## config.mk

```make
export PLATFORM = sky130hd
export DESIGN_NAME = priority_interrupt_controller
export DESIGN_NICKNAME = d
export VERILOG_FILES = /design/src/hdl/pic_pkg.sv /design/src/hdl/pic_ctrl.sv /design/src/hdl/pic_datapath.sv /design/src/hdl/priority_interrupt_controller.sv
export VERILOG_INCLUDE_DIRS = /design/src /design/src/hdl
export SDC_FILE = /design/constraint.sdc
export NUM_CORES = 1
export LEC_CHECK = 0
export ABC_CLOCK_PERIOD_IN_PS = 12600
export BUFFER_PORTS_ARGS = -buffer_cell sky130_fd_sc_hd__buf_2
export CORE_AREA = 3 3 210 150
export CTS_BUF_LIST = sky130_fd_sc_hd__clkbuf_2
export CTS_CLUSTER_DIAMETER = 40
export DETAILED_ROUTE_END_ITERATION = 10
export DIE_AREA = 0 0 213 153
export PLACE_DENSITY = 0.83
export SLEW_MARGIN = 20
export SYNTH_ARGS = -nofsm -noshare
export SYNTH_HDL_FRONTEND = slang
export SYNTH_SLANG_ARGS = --single-unit
```

## constraint.sdc

```tcl
create_clock -name clk_i -period 12.6 [get_ports clk_i]
set_clock_uncertainty 0.05 [all_clocks]
set_input_delay 3.78 -clock clk_i [delete_from_list [all_inputs] [get_ports clk_i]]
set_output_delay 3.78 -clock clk_i [all_outputs]
set_load 0.01 [all_outputs]
```

## src/hdl/priority_interrupt_controller_defines.svh

```systemverilog
// ----------------------------------------------------------------------------
// priority interrupt controller assertion macros
// concurrent assertion helpers, empty when synthesizing
// ----------------------------------------------------------------------------
`ifndef PRIORITY_INTERRUPT_CONTROLLER_DEFINES_SVH
`define PRIORITY_INTERRUPT_CONTROLLER_DEFINES_SVH

`ifndef SYNTHESIS
// property checked at every rising clock edge outside reset
`define PIC_ASSERT(lbl, clk, rstn, prop) \
  lbl: assert property (@(posedge clk) disable iff (!rstn) prop) \
    else $error("assertion failed");
// condition that must never hold
`define PIC_ASSERT_NEVER(lbl, clk, rstn, cond) \
  `PIC_ASSERT(lbl, clk, rstn, !(cond))
`else
`define PIC_ASSERT(lbl, clk, rstn, prop)
`define PIC_ASSERT_NEVER(lbl, clk, rstn, cond)
`endif

`endif

```

## src/hdl/pic_pkg.sv

```systemverilog
// ----------------------------------------------------------------------------
// pic_pkg
// types and constants of the priority interrupt controller
// ----------------------------------------------------------------------------
package pic_pkg;

  localparam int NumLevels = 7;
  localparam int LvlW      = 3;
  localparam int OpW       = 18;
  localparam int FwW       = 36;
  localparam int StatusW   = 25;
  localparam int LowStatW  = 18;

  // control word bit positions
  localparam int CwParityLsb = 15;
  localparam int CwDrop      = 13;
  localparam int CwClear     = 12;
  localparam int CwReq       = 11;
  localparam int CwLvlOn     = 10;
  localparam int CwLvlOff    = 9;
  localparam int CwOff       = 8;
  localparam int CwOn        = 7;

  typedef logic [NumLevels-1:0] pic_mask_t;
  typedef logic [LvlW-1:0]      pic_level_t;

  typedef enum logic [2:0] {
    ACT_WRITE     = 3'd0,
    ACT_READ      = 3'd1,
    ACT_SKIP_ZERO = 3'd2,
    ACT_SKIP_ONE  = 3'd3,
    ACT_IO_REQ    = 3'd4,
    ACT_DISMISS   = 3'd5,
    ACT_TAKEN     = 3'd6,
    ACT_EVAL      = 3'd7
  } pic_action_e;

  typedef enum logic {
    ST_IDLE = 1'b0,
    ST_EXEC = 1'b1
  } pic_state_e;

  typedef struct packed {
    pic_action_e      action;
    logic [OpW-1:0]   operand;
    pic_level_t       channel;
    logic [FwW-1:0]   function_word_in;
    logic             apr_pending;
    pic_level_t       apr_level;
  } pic_item_t;

  typedef struct packed {
    pic_level_t         granted_level;
    logic [StatusW-1:0] status_word;
    logic               skip;
    logic [FwW-1:0]     function_word_out;
  } pic_result_t;

  typedef struct packed {
    logic load;
    logic exec;
  } pic_cmd_t;

  function automatic pic_mask_t level_bit(pic_level_t lvl);
    pic_mask_t b;
    b = '0;
    if (lvl != '0 && lvl <= LvlW'(NumLevels)) begin
      b = NumLevels'(1) << (LvlW'(NumLevels) - lvl);
    end
    return b;
  endfunction

  function automatic pic_level_t top_level(pic_mask_t m);
    pic_level_t t;
    t = '0;
    for (int i = NumLevels; i >= 1; i--) begin
      if (m[NumLevels-i]) t = LvlW'(i);
    end
    return t;
  endfunction

endpackage

```

## src/hdl/pic_ctrl.sv

```systemverilog
// ----------------------------------------------------------------------------
// pic_ctrl
// sequencer: captures a request, runs the execute state, strobes the result
// ----------------------------------------------------------------------------
module pic_ctrl import pic_pkg::*; (
  input  logic     clk_i,
  input  logic     rst_ni,
  input  logic     start,
  output logic     busy,
  output logic     result_valid_o,
  output pic_cmd_t cmd_o
);

  pic_state_e state_q, state_d;
  logic       valid_q;

  always_comb begin
    state_d = state_q;
    unique case (state_q)
      ST_IDLE: begin
        if (start) state_d = ST_EXEC;
      end
      ST_EXEC: begin
        state_d = ST_IDLE;
      end
      default: state_d = ST_IDLE;
    endcase
  end

  always_comb begin
    cmd_o = '0;
    busy  = 1'b0;
    unique case (state_q)
      ST_IDLE: begin
        cmd_o.load = start;
      end
      ST_EXEC: begin
        cmd_o.exec = 1'b1;
        busy       = 1'b1;
      end
      default: begin
        cmd_o = '0;
      end
    endcase
  end

  always_ff @(posedge clk_i or negedge rst_ni) begin
    if (!rst_ni) begin
      state_q <= ST_IDLE;
      valid_q <= 1'b0;
    end else begin
      state_q <= state_d;
      valid_q <= cmd_o.exec;
    end
  end

  assign result_valid_o = valid_q;

endmodule

```

## src/hdl/pic_datapath.sv

```systemverilog
// ----------------------------------------------------------------------------
// pic_datapath
// request masks, grant evaluation, function word store and result register
// ----------------------------------------------------------------------------
module pic_datapath import pic_pkg::*; #(
  parameter int WORD_BITS = 36
) (
  input  logic        clk_i,
  input  logic        rst_ni,
  input  pic_cmd_t    cmd_i,
  input  pic_item_t   item_i,
  output pic_result_t result_o
);

  localparam int FwBits = (WORD_BITS < FwW) ? WORD_BITS : FwW;

  pic_item_t item_q;

  logic         on_q, on_d;
  logic [2:0]   par_q, par_d;
  pic_mask_t    prog_q, prog_d;
  pic_mask_t    io_q, io_d;
  pic_mask_t    act_q, act_d;
  pic_mask_t    en_q, en_d;
  pic_level_t   grant_q, grant_d;

  logic [FwBits-1:0] fw_mem_q [1:NumLevels];
  logic              fw_we;
  pic_level_t        fw_wa;
  logic [FwBits-1:0] fw_wd;

  pic_mask_t             sel;
  pic_mask_t             apr_req;
  pic_level_t            req_lvl;
  pic_level_t            act_lvl;
  logic                  do_eval;
  logic                  skip_d;
  logic [LowStatW-1:0]   low_stat;
  logic [OpW-1:0]        op;
  pic_result_t           res_q;

  always_ff @(posedge clk_i) begin
    if (cmd_i.load) item_q <= item_i;
  end

  assign op       = item_q.operand;
  assign sel      = op[NumLevels-1:0];
  assign low_stat = {par_q, act_q, on_q, en_q};
  assign do_eval  = !(item_q.action inside {ACT_READ, ACT_SKIP_ZERO, ACT_SKIP_ONE});

  always_comb begin
    on_d    = on_q;
    par_d   = par_q;
    prog_d  = prog_q;
    io_d    = io_q;
    act_d   = act_q;
    en_d    = en_q;
    grant_d = grant_q;
    skip_d  = 1'b0;
    fw_we   = 1'b0;
    fw_wa   = item_q.channel;
    fw_wd   = item_q.function_word_in[FwBits-1:0];
    apr_req = '0;
    req_lvl = '0;
    act_lvl = '0;
    unique case (item_q.action)
      ACT_WRITE: begin
        if (op[CwClear]) begin
          on_d   = 1'b0;
          prog_d = '0;
          act_d  = '0;
          en_d   = '0;
        end
        par_d = op[CwParityLsb +: 3];
        if (op[CwOn]) on_d = 1'b1;
        if (op[CwOff]) on_d = 1'b0;
        if (op[CwReq]) prog_d = prog_d | sel;
        if (op[CwDrop]) prog_d = prog_d & ~sel;
        if (op[CwLvlOn]) en_d = en_d | sel;
        if (op[CwLvlOff]) en_d = en_d & ~sel;
      end
      ACT_READ: begin
        skip_d = 1'b0;
      end
      ACT_SKIP_ZERO: begin
        skip_d = (low_stat & op) == '0;
      end
      ACT_SKIP_ONE: begin
        skip_d = (low_stat & op) != '0;
      end
      ACT_IO_REQ: begin
        if (item_q.channel != '0 && item_q.channel <= LvlW'(NumLevels)) begin
          io_d  = io_q | level_bit(item_q.channel);
          fw_we = 1'b1;
        end
      end
      ACT_DISMISS: begin
        act_d = act_q & ~level_bit(top_level(act_q));
      end
      ACT_TAKEN: begin
        if (grant_q != '0) begin
          fw_we = 1'b1;
          fw_wa = grant_q;
          fw_wd = '0;
          act_d = act_q | level_bit(grant_q);
        end
      end
      ACT_EVAL: begin
        skip_d = 1'b0;
      end
      default: begin
        skip_d = 1'b0;
      end
    endcase

    if (do_eval) begin
      grant_d = '0;
      if (on_d) begin
        apr_req = item_q.apr_pending ? level_bit(item_q.apr_level) : '0;
        req_lvl = top_level((apr_req | io_d | prog_d) & en_d);
        act_lvl = top_level(act_d);
        if (act_lvl == '0 || req_lvl < act_lvl) begin
          io_d    = io_d & ~level_bit(req_lvl);
          grant_d = req_lvl;
        end
      end
    end
  end

  always_ff @(posedge clk_i or negedge rst_ni) begin
    if (!rst_ni) begin
      on_q    <= 1'b0;
      par_q   <= '0;
      prog_q  <= '0;
      io_q    <= '0;
      act_q   <= '0;
      en_q    <= '0;
      grant_q <= '0;
    end else if (cmd_i.exec) begin
      on_q    <= on_d;
      par_q   <= par_d;
      prog_q  <= prog_d;
      io_q    <= io_d;
      act_q   <= act_d;
      en_q    <= en_d;
      grant_q <= grant_d;
    end
  end

  always_ff @(posedge clk_i or negedge rst_ni) begin
    if (!rst_ni) begin
      for (int i = 1; i <= NumLevels; i++) fw_mem_q[i] <= '0;
    end else if (cmd_i.exec && fw_we) begin
      fw_mem_q[fw_wa] <= fw_wd;
    end
  end

  always_ff @(posedge clk_i) begin
    if (cmd_i.exec) begin
      res_q.granted_level <= grant_d;
      res_q.status_word   <= {prog_d, par_d, act_d, on_d, en_d};
      res_q.skip          <= skip_d;
      if (item_q.action == ACT_TAKEN && grant_q != '0) begin
        res_q.function_word_out <= FwW'(fw_mem_q[grant_q]);
      end else begin
        res_q.function_word_out <= '0;
      end
    end
  end

  assign result_o = res_q;

endmodule

```

## src/hdl/priority_interrupt_controller.sv

```systemverilog
// ----------------------------------------------------------------------------
// priority_interrupt_controller
// seven-level priority interrupt controller with masks and function words
// ----------------------------------------------------------------------------
// Busy is high for the one execute cycle that follows the accepting edge,
// and the result appears on result_o with result_valid_o high for exactly
// one cycle after that, so a new request can be accepted in the same cycle
// that the previous result is shown. A request passes through the input
// capture register followed by the single execute step of the mask and
// priority logic. The receiver cannot stall: result_valid_o is not held,
// though result_o keeps its value until the next execute step.
module priority_interrupt_controller import pic_pkg::*; #(
  parameter int WORD_BITS = 36
) (
  input  logic        clk_i,
  input  logic        rst_ni,
  input  logic        start,
  output logic        busy,
  input  pic_item_t   item_i,
  output logic        result_valid_o,
  output pic_result_t result_o
);

`include "priority_interrupt_controller_defines.svh"

  pic_cmd_t cmd;
  logic     grant_shown;

  pic_ctrl u_ctrl (
    .clk_i          (clk_i),
    .rst_ni         (rst_ni),
    .start          (start),
    .busy           (busy),
    .result_valid_o (result_valid_o),
    .cmd_o          (cmd)
  );

  pic_datapath #(
    .WORD_BITS (WORD_BITS)
  ) u_datapath (
    .clk_i    (clk_i),
    .rst_ni   (rst_ni),
    .cmd_i    (cmd),
    .item_i   (item_i),
    .result_o (result_o)
  );

  assign grant_shown = result_valid_o && (result_o.granted_level != '0);

  `PIC_ASSERT(a_accept_busy, clk_i, rst_ni, (start && !busy) |=> busy)
  `PIC_ASSERT(a_busy_result, clk_i, rst_ni, busy |=> (result_valid_o && !busy))
  `PIC_ASSERT_NEVER(a_valid_busy, clk_i, rst_ni, result_valid_o && busy)
  `PIC_ASSERT(a_grant_on, clk_i, rst_ni, grant_shown |-> result_o.status_word[CwOn])

endmodule
```

==> results_dict.tcl, run 1 <==
set metrics [dict create \
    status "completed" \
    io_buffer_count 133 \
    relSlewSlack 0.3351 \
    syn-num-nets 1648 \
    fin_nets 1782 \
    ios 134 \
    cpPeakStageDelay_ns 0.95 \
    crit_type "reg2out" \
    die_h_um 153 \
    dpl.hpwl_um 24050 \
    ant_nets 0 \
    setup_viol 0 \
    final.setup.tns_ns 0 \
    min_to "u_datapath.fw_mem_q[45]" \
    final_cells 2176 \
    place_congestion 0.8936 \
    clkSinkCount 418 \
    cts_buffer_depth 3 \
    regToRegSetupSlack_ns 8.32 \
    grt_pass1_wl_um 66390 \
    finalHoldViolCount 0 \
    synth_top_family_by_area "compound AO/OA/AOI/OAI gates" \
    power_frac_comb 0.206 \
    num_vias 12836 \
    syn-mean-instance-area_um2 11.20 \
    rsz0062_at_grt "no" \
    p_int_mw 2.247 \
    min_from "u_datapath.fw_mem_q[45]" \
    power_frac_seq 0.529 \
    synthSimpleGateAreaFrac 0.1185 \
    seq_area_frac_synth 0.6281 \
    area_delta_synth_final_pct 10.50 \
    post_route_cells_drive_above_1_share 0.2337 \
    synth_largest_area_cell "dfrtp_1" \
    cts.root.buffer_cell "clkbuf_2" \
    post-place-ws_ns 7.080 \
    synth_common_cells "nand2_1 (324), dfrtp_1 (289), o21ai_0 (222), edfxtp_1 (129), nor2_1 (111)" \
    r2r-end "u_datapath.fw_mem_q[247]" \
    dieArea_um2 32590 \
    grt_max_degree 194 \
    r2r.worst_path.cells 8 \
    syn_area_um2 17680 \
    clockPowerShare 0.265 \
    arrival_ns 2.23 \
    multi_input_area_um2 6171 \
    holdBufCountCts 0 \
    grt_overflow 0 \
    antenna_found_initial 2 \
    cap_violations 0 \
    synth_fa_ha_area_frac 0.001415 \
    setup_ws_ns 6.543 \
    hold_depth 2 \
    yosysMostFrequentCell "nand2_1" \
    worstMarginPinSlew_ns 0.9973 \
    grt_pass1_vias 12951 \
    ctsResizeCount 0 \
    wl_per_cell_um 18.56 \
    synthArstFlopShare 0.6914 \
    die-width_um 213 \
    cts_tree "built" \
    track_usage 0.2548 \
    numCtsBuffers 94 \
    yosys-top-cells-area "dfrtp_1 (41%), edfxtp_1 (22%), nand2_1 (6.9%), o21ai_0 (6.3%), mux4_2 (4.6%)" \
    r2r_start "u_datapath.item_q[63]" \
    startpoint_type "flop" \
    drv_slew 0 \
    p_switching_mw 1.084 \
    post_cts_buffers 0 \
    num_rows 53 \
    initial_utilization 0.5938 \
    synth-edff-count 129 \
    worstPathRequired_ns 8.77 \
    p_sw_frac 0.3254 \
    period_share 0.4808 \
    post_dp_cell_area_um2 18600 \
    crit_chain "buf_2" \
    placed_cells 2001 \
    p_per_area_nw_per_um2 170.5 \
    final_cell_area_um2 19540 \
    yosys_warnings 0 \
    muxShareOfSynthArea 0.07070 \
    min_period_ns 6.057 \
    dr_wl_met2_um 19080 \
    ys_ff_latch 418 \
    cellLeakagePower_nw 8.476 \
    wl_um 40390 \
    regArea_um2 11120 \
    crit_path_end_kind "output pin" \
    drtIter0Drc 1331 \
    hold_class "reg2reg" \
    fmax_mhz 165.1 \
    clk_pin_slew_ns 0.11 \
    clk_latency_ns 1.02 \
    synthDistinctLibCells 67 \
    h-tree-depth 3 \
    path_delay_family "flip-flops" \
    synth_xor_area_frac 0.0004954 \
    core-area_um2 29770 \
    synth-compound-area-share 0.1538 \
    irDropWorstVdd_v 0.00007900 \
    drc 0 \
    netlist_instances 1579 \
    wl_met1_um 17620 \
    met3_length_um 3085 \
    synth_top_area_share 0.4090 \
    cpMaxStageDelayCell "dfrtp_4" \
    highest_layer "met4" \
    crit_fanout 55 \
    synth_flop_cell "dfrtp_1" \
    worst-path-buf-inv 1 \
    firstDrtPassIters 5 \
    vias_per_cell 5.899 \
    n_fill_cell 2254 \
]
-- layout make-up --
class / instances / area share
well taps: 385 / 0.02466
multi-input cells: 1040 / 0.3159
flip-flops and latches: 418 / 0.5692
diodes: 2 / 0.0002562
clock buffers: 156 / 0.03996
clock inverters: 16 / 0.006340
repair buffers: 146 / 0.04124
inverters: 13 / 0.002498
-- routing by layer --
layer  GRT usage  vias to the layer above
li1            -                     5967
met1      0.3675                     6308
met2      0.3914                      493
met3     0.06155                       68
met4     0.07281                        0
met5           0                        -
-- state kept, by name, indices dropped and copies added (netlist names) --
| register | flops |
|---|---|
| u_datapath.fw_mem_q | 252 |
| u_datapath.result_o | 65 |
| u_datapath.item_q | 46 |
| u_datapath.op | 18 |
| u_datapath.act_q | 7 |
| u_datapath.en_q | 7 |
| u_datapath.io_q | 7 |
| u_datapath.prog_q | 7 |
| u_datapath.grant_q | 3 |
| u_datapath.par_q | 3 |
| u_ctrl.result_valid_o | 1 |
| u_ctrl.state_q | 1 |
| u_datapath.on_q | 1 |
-- cells by family (layout without fill, tap and decap cells) --
group	count (synthesis)	in the layout
xor gates and xnor gates	1	1
other	0	2
muxes	75	75
DFF	418	418
AOI/OAI and AO/OA	461	461
adders and majority gates	2	2
buffers and inverters	121	331
and+or+nand+nor	501	501
-- power by group through the flow --
stage | clock network, mW | logic (mW) | registers (mW)
finish | 0.884 | 0.686 | 1.76
global route | 0.983 | 0.766 | 1.78
CTS | 0.910 | 0.676 | 1.76
detailed placement | 0 | 0.674 | 1.78
global placement | 0 | 0.646 | 1.77
floorplan | 0 | 0.529 | 1.71
-- tightest hold or removal path, cell delays in order, from the launching register on --
cell	delay, ns
dfrtp_1	0.35
nand2_1	0.04
o21ai_0	0.06
-- worst max path at each step --
stage / from / end / cells past startpoint
CTS: u_ctrl.state_q / busy / 1
floorplan: start / u_datapath.item_q[0] / 1
global placement: rst_ni / u_datapath.grant_q[0] / 2
detailed placement: rst_ni / u_datapath.grant_q[2] / 2
finish: u_ctrl.state_q / busy / 1
global route: u_ctrl.state_q / busy / 1
-- layout by cell type, fill, tap and decap left out, types with 3 or more instances in the layout --
cell	synthesis	final
nand3_1	19	16
edfxtp_1	129	129
a22oi_1	43	43
o21ai_0	222	222
a221oi_1	9	9
dfrtp_1	289	285
a21oi_1	67	67
clkbuf_2	0	156
o32a_1	3	3
mux4_2	36	36
nor3_1	5	5
nor2b_1	9	7
a32oi_1	6	6
mux2_2	39	39
nand4_1	3	3
buf_4	1	11
dfrtp_4	0	4
nand3_4	0	3
buf_2	8	132
o21ai_1	49	49
and3b_1	3	3
clkinv_1	0	9
inv_1	13	13
a21oi_2	3	3
a22o_1	7	7
and2_1	7	7
a31oi_1	25	25
nor2_1	111	111
a32o_1	5	5
nand2_1	324	322
-- metrics by stage --
| stage | util | hold WS, ns | power (mW) |
|---|---|---|---|
| global route | 0.6562 | 0.4552 | 3.533 |
| floorplan | - | 0.3944 | 2.236 |
| finish | 0.6562 | 0.4325 | 3.331 |
| global placement | 0.6247 | 0.4051 | 2.419 |
| detailed placement | 0.6247 | 0.4152 | 2.458 |
| CTS | 0.6551 | 0.4371 | 3.344 |
(Power assumes the default switching activity.)
==> inputs of run 2 (changes only) <==
--- a/config.mk
+++ b/config.mk
@@ -6,14 +6,14 @@
 export SDC_FILE = /design/constraint.sdc
 export NUM_CORES = 1
 export LEC_CHECK = 0
-export ABC_CLOCK_PERIOD_IN_PS = 12600
+export ABC_CLOCK_PERIOD_IN_PS = 5200
 export BUFFER_PORTS_ARGS = -buffer_cell sky130_fd_sc_hd__buf_2
-export CORE_AREA = 3 3 210 150
+export CORE_AREA = 3 3 217 155
 export CTS_BUF_LIST = sky130_fd_sc_hd__clkbuf_2
 export CTS_CLUSTER_DIAMETER = 40
 export DETAILED_ROUTE_END_ITERATION = 10
-export DIE_AREA = 0 0 213 153
-export PLACE_DENSITY = 0.83
+export DIE_AREA = 0 0 220 158
+export PLACE_DENSITY = 0.81
 export SLEW_MARGIN = 20
 export SYNTH_ARGS = -nofsm -noshare
 export SYNTH_HDL_FRONTEND = slang
==> constraint.sdc (replaced) <==
create_clock -name clk_i -period 5.2 [get_ports clk_i]
set_clock_uncertainty 0.05 [all_clocks]
set_input_delay 1.56 -clock clk_i [delete_from_list [all_inputs] [get_ports clk_i]]
set_output_delay 1.56 -clock clk_i [all_outputs]
set_load 0.01 [all_outputs]
==> run 2 against run 1 <==
  * Cell area is 0.42% higher
  * Global-route usage is 0.73 points lower
  * Sequential power is 140% higher
  * Largest power group unchanged
  * Highest routed layer unchanged
==> results_dict.tcl, run 2 (synthesized netlist as in run 1, its figures left out) <==
set metrics [dict create \
    post_cts_buffers 0 \
    drtIter0Drc 1274 \
    min_period_ns 4.161 \
    cpPeakStageDelay_ns 0.75 \
    io_buffer_count 133 \
    post_route_cells_drive_above_1_share 0.2312 \
    cap_violations 0 \
    drc 0 \
    multi_input_area_um2 6171 \
    h-tree-depth 3 \
    fmax_mhz 240.3 \
    relSlewSlack 0.2932 \
    wl_um 41660 \
    num_rows 54 \
    hold_class "reg2reg" \
    irDropWorstVdd_v 0.0002778 \
    vias_per_cell 5.877 \
    fin_nets 1790 \
    cts.root.buffer_cell "clkbuf_2" \
    place_congestion 0.9114 \
    period_share 0.8001 \
    finalHoldViolCount 0 \
    ant_nets 0 \
    startpoint_type "flop" \
    ios 134 \
    numCtsBuffers 96 \
    largest_reg_flops 252 \
    final.setup.tns_ns 0 \
    n_fill_cell 2517 \
    grt_pass1_vias 12967 \
    grt_max_degree 97 \
    p_per_area_nw_per_um2 410.2 \
    num_vias 13088 \
    cts_tree "built" \
    grt_pass1_wl_um 67810 \
    clk_latency_ns 1.05 \
    crit_chain "buf_4 -> buf_2" \
    rsz0062_at_grt "no" \
    cellLeakagePower_nw 8.486 \
    grt_overflow 0 \
    status "completed" \
    clk_pin_slew_ns 0.10 \
    die_h_um 158 \
    die-width_um 220 \
    area_delta_synth_final_pct 10.97 \
    holdBufCountCts 0 \
    cpMaxStageDelayCell "dfrtp_4" \
    worstMarginPinSlew_ns 1.060 \
    antenna_found_initial 2 \
    hold_ws_ns 0.4347 \
    worstPathRequired_ns 3.59 \
    drv_slew 0 \
    mostFrequentLayoutCell "nand2_1" \
    final_cell_mix "nand2_1 (322), dfrtp_1 (285), o21ai_0 (222)" \
    crit_fanout 45 \
    crit_type "reg2out" \
    regArea_um2 11120 \
    arrival_ns 2.55 \
    ctsResizeCount 0 \
    track_usage 0.2475 \
    clkSinkCount 418 \
    core-area_um2 31350 \
    crit_path_end_kind "output pin" \
    initial_utilization 0.5640 \
    firstDrtPassIters 6 \
    dieArea_um2 34760 \
    wl_per_cell_um 18.70 \
    dpl.hpwl_um 25320 \
    setup_viol 0 \
    cts_buffer_depth 3 \
    top_register "u_datapath.fw_mem_q" \
]
## run 2: changes by cell type in the layout (fill, tap and decap cells not counted), sizes merged
cell,change
clkinv,+17
clkbuf,-8
buf,+6
bufinv,-1
diode,+1
inv,+1
## run 2: path summary, 6_finish.rpt
path | cells after the start | start | to | slack (ns)
setup / recovery | 2 | u_ctrl.state_q | busy | 1.04
setup reg to reg | 10 | u_datapath.item_q[62] | u_datapath.result_o[64] | 1.09
min in group asynchronous | 1 | rst_ni | u_datapath.fw_mem_q[166] | 0.48
max in group asynchronous | 2 | rst_ni | u_datapath.fw_mem_q[209] | 3.48
hold / removal | 2 | u_datapath.fw_mem_q[5] | u_datapath.fw_mem_q[5] | 0.43
hold reg to reg | 2 | u_datapath.fw_mem_q[5] | u_datapath.fw_mem_q[5] | 0.43
## run 2: metrics by stage
step                total power [mW]  setup WS [ns]    util  instance area (um^2)  cells
finish                         8.048          1.039  0.6258                 19620   2227
global route                   8.537         0.8347  0.6258                 19620   2227
CTS                            8.088         0.9364  0.6256                 19610   2224
detailed placement             5.969          1.169  0.5968                 18710   2043
global placement               5.894          1.249  0.5968                 18710   2043
floorplan                      5.418        0.03018       -                 17680   1579
## run 2: worst max-delay path, delay by kind of cell, from the launching register on
kind | cells | cell delay [ns]
flops | 1 | 0.75
buf+inv | 2 | 0.76
## run 2: cell type report
| cell class | instances | share of cell area |
|---|---|---|
| Clock inverter | 33 | 0.008290 |
| Multi-Input combinational cell | 1040 | 0.3145 |
| Timing Repair Buffer | 152 | 0.04298 |
| Clock buffer | 148 | 0.03775 |
| Antenna cell | 3 | 0.0003826 |
| Inverter | 13 | 0.002487 |
| Sequential cell | 418 | 0.5668 |
| Tap cell | 420 | 0.02678 |
## run 2: report_power, final
| part | internal [mW] | switching [mW] |
|---|---|---|
| clock network | 0.810 | 1.31 |
| logic | 0.689 | 0.971 |
| registers | 3.87 | 0.396 |
## run 2: routing by layer
layer  global-route usage  routed length (um)
met5                    0                   0
met3              0.06504                3378
met4              0.06893                 768
met2               0.3831               19080
met1               0.3520               18430
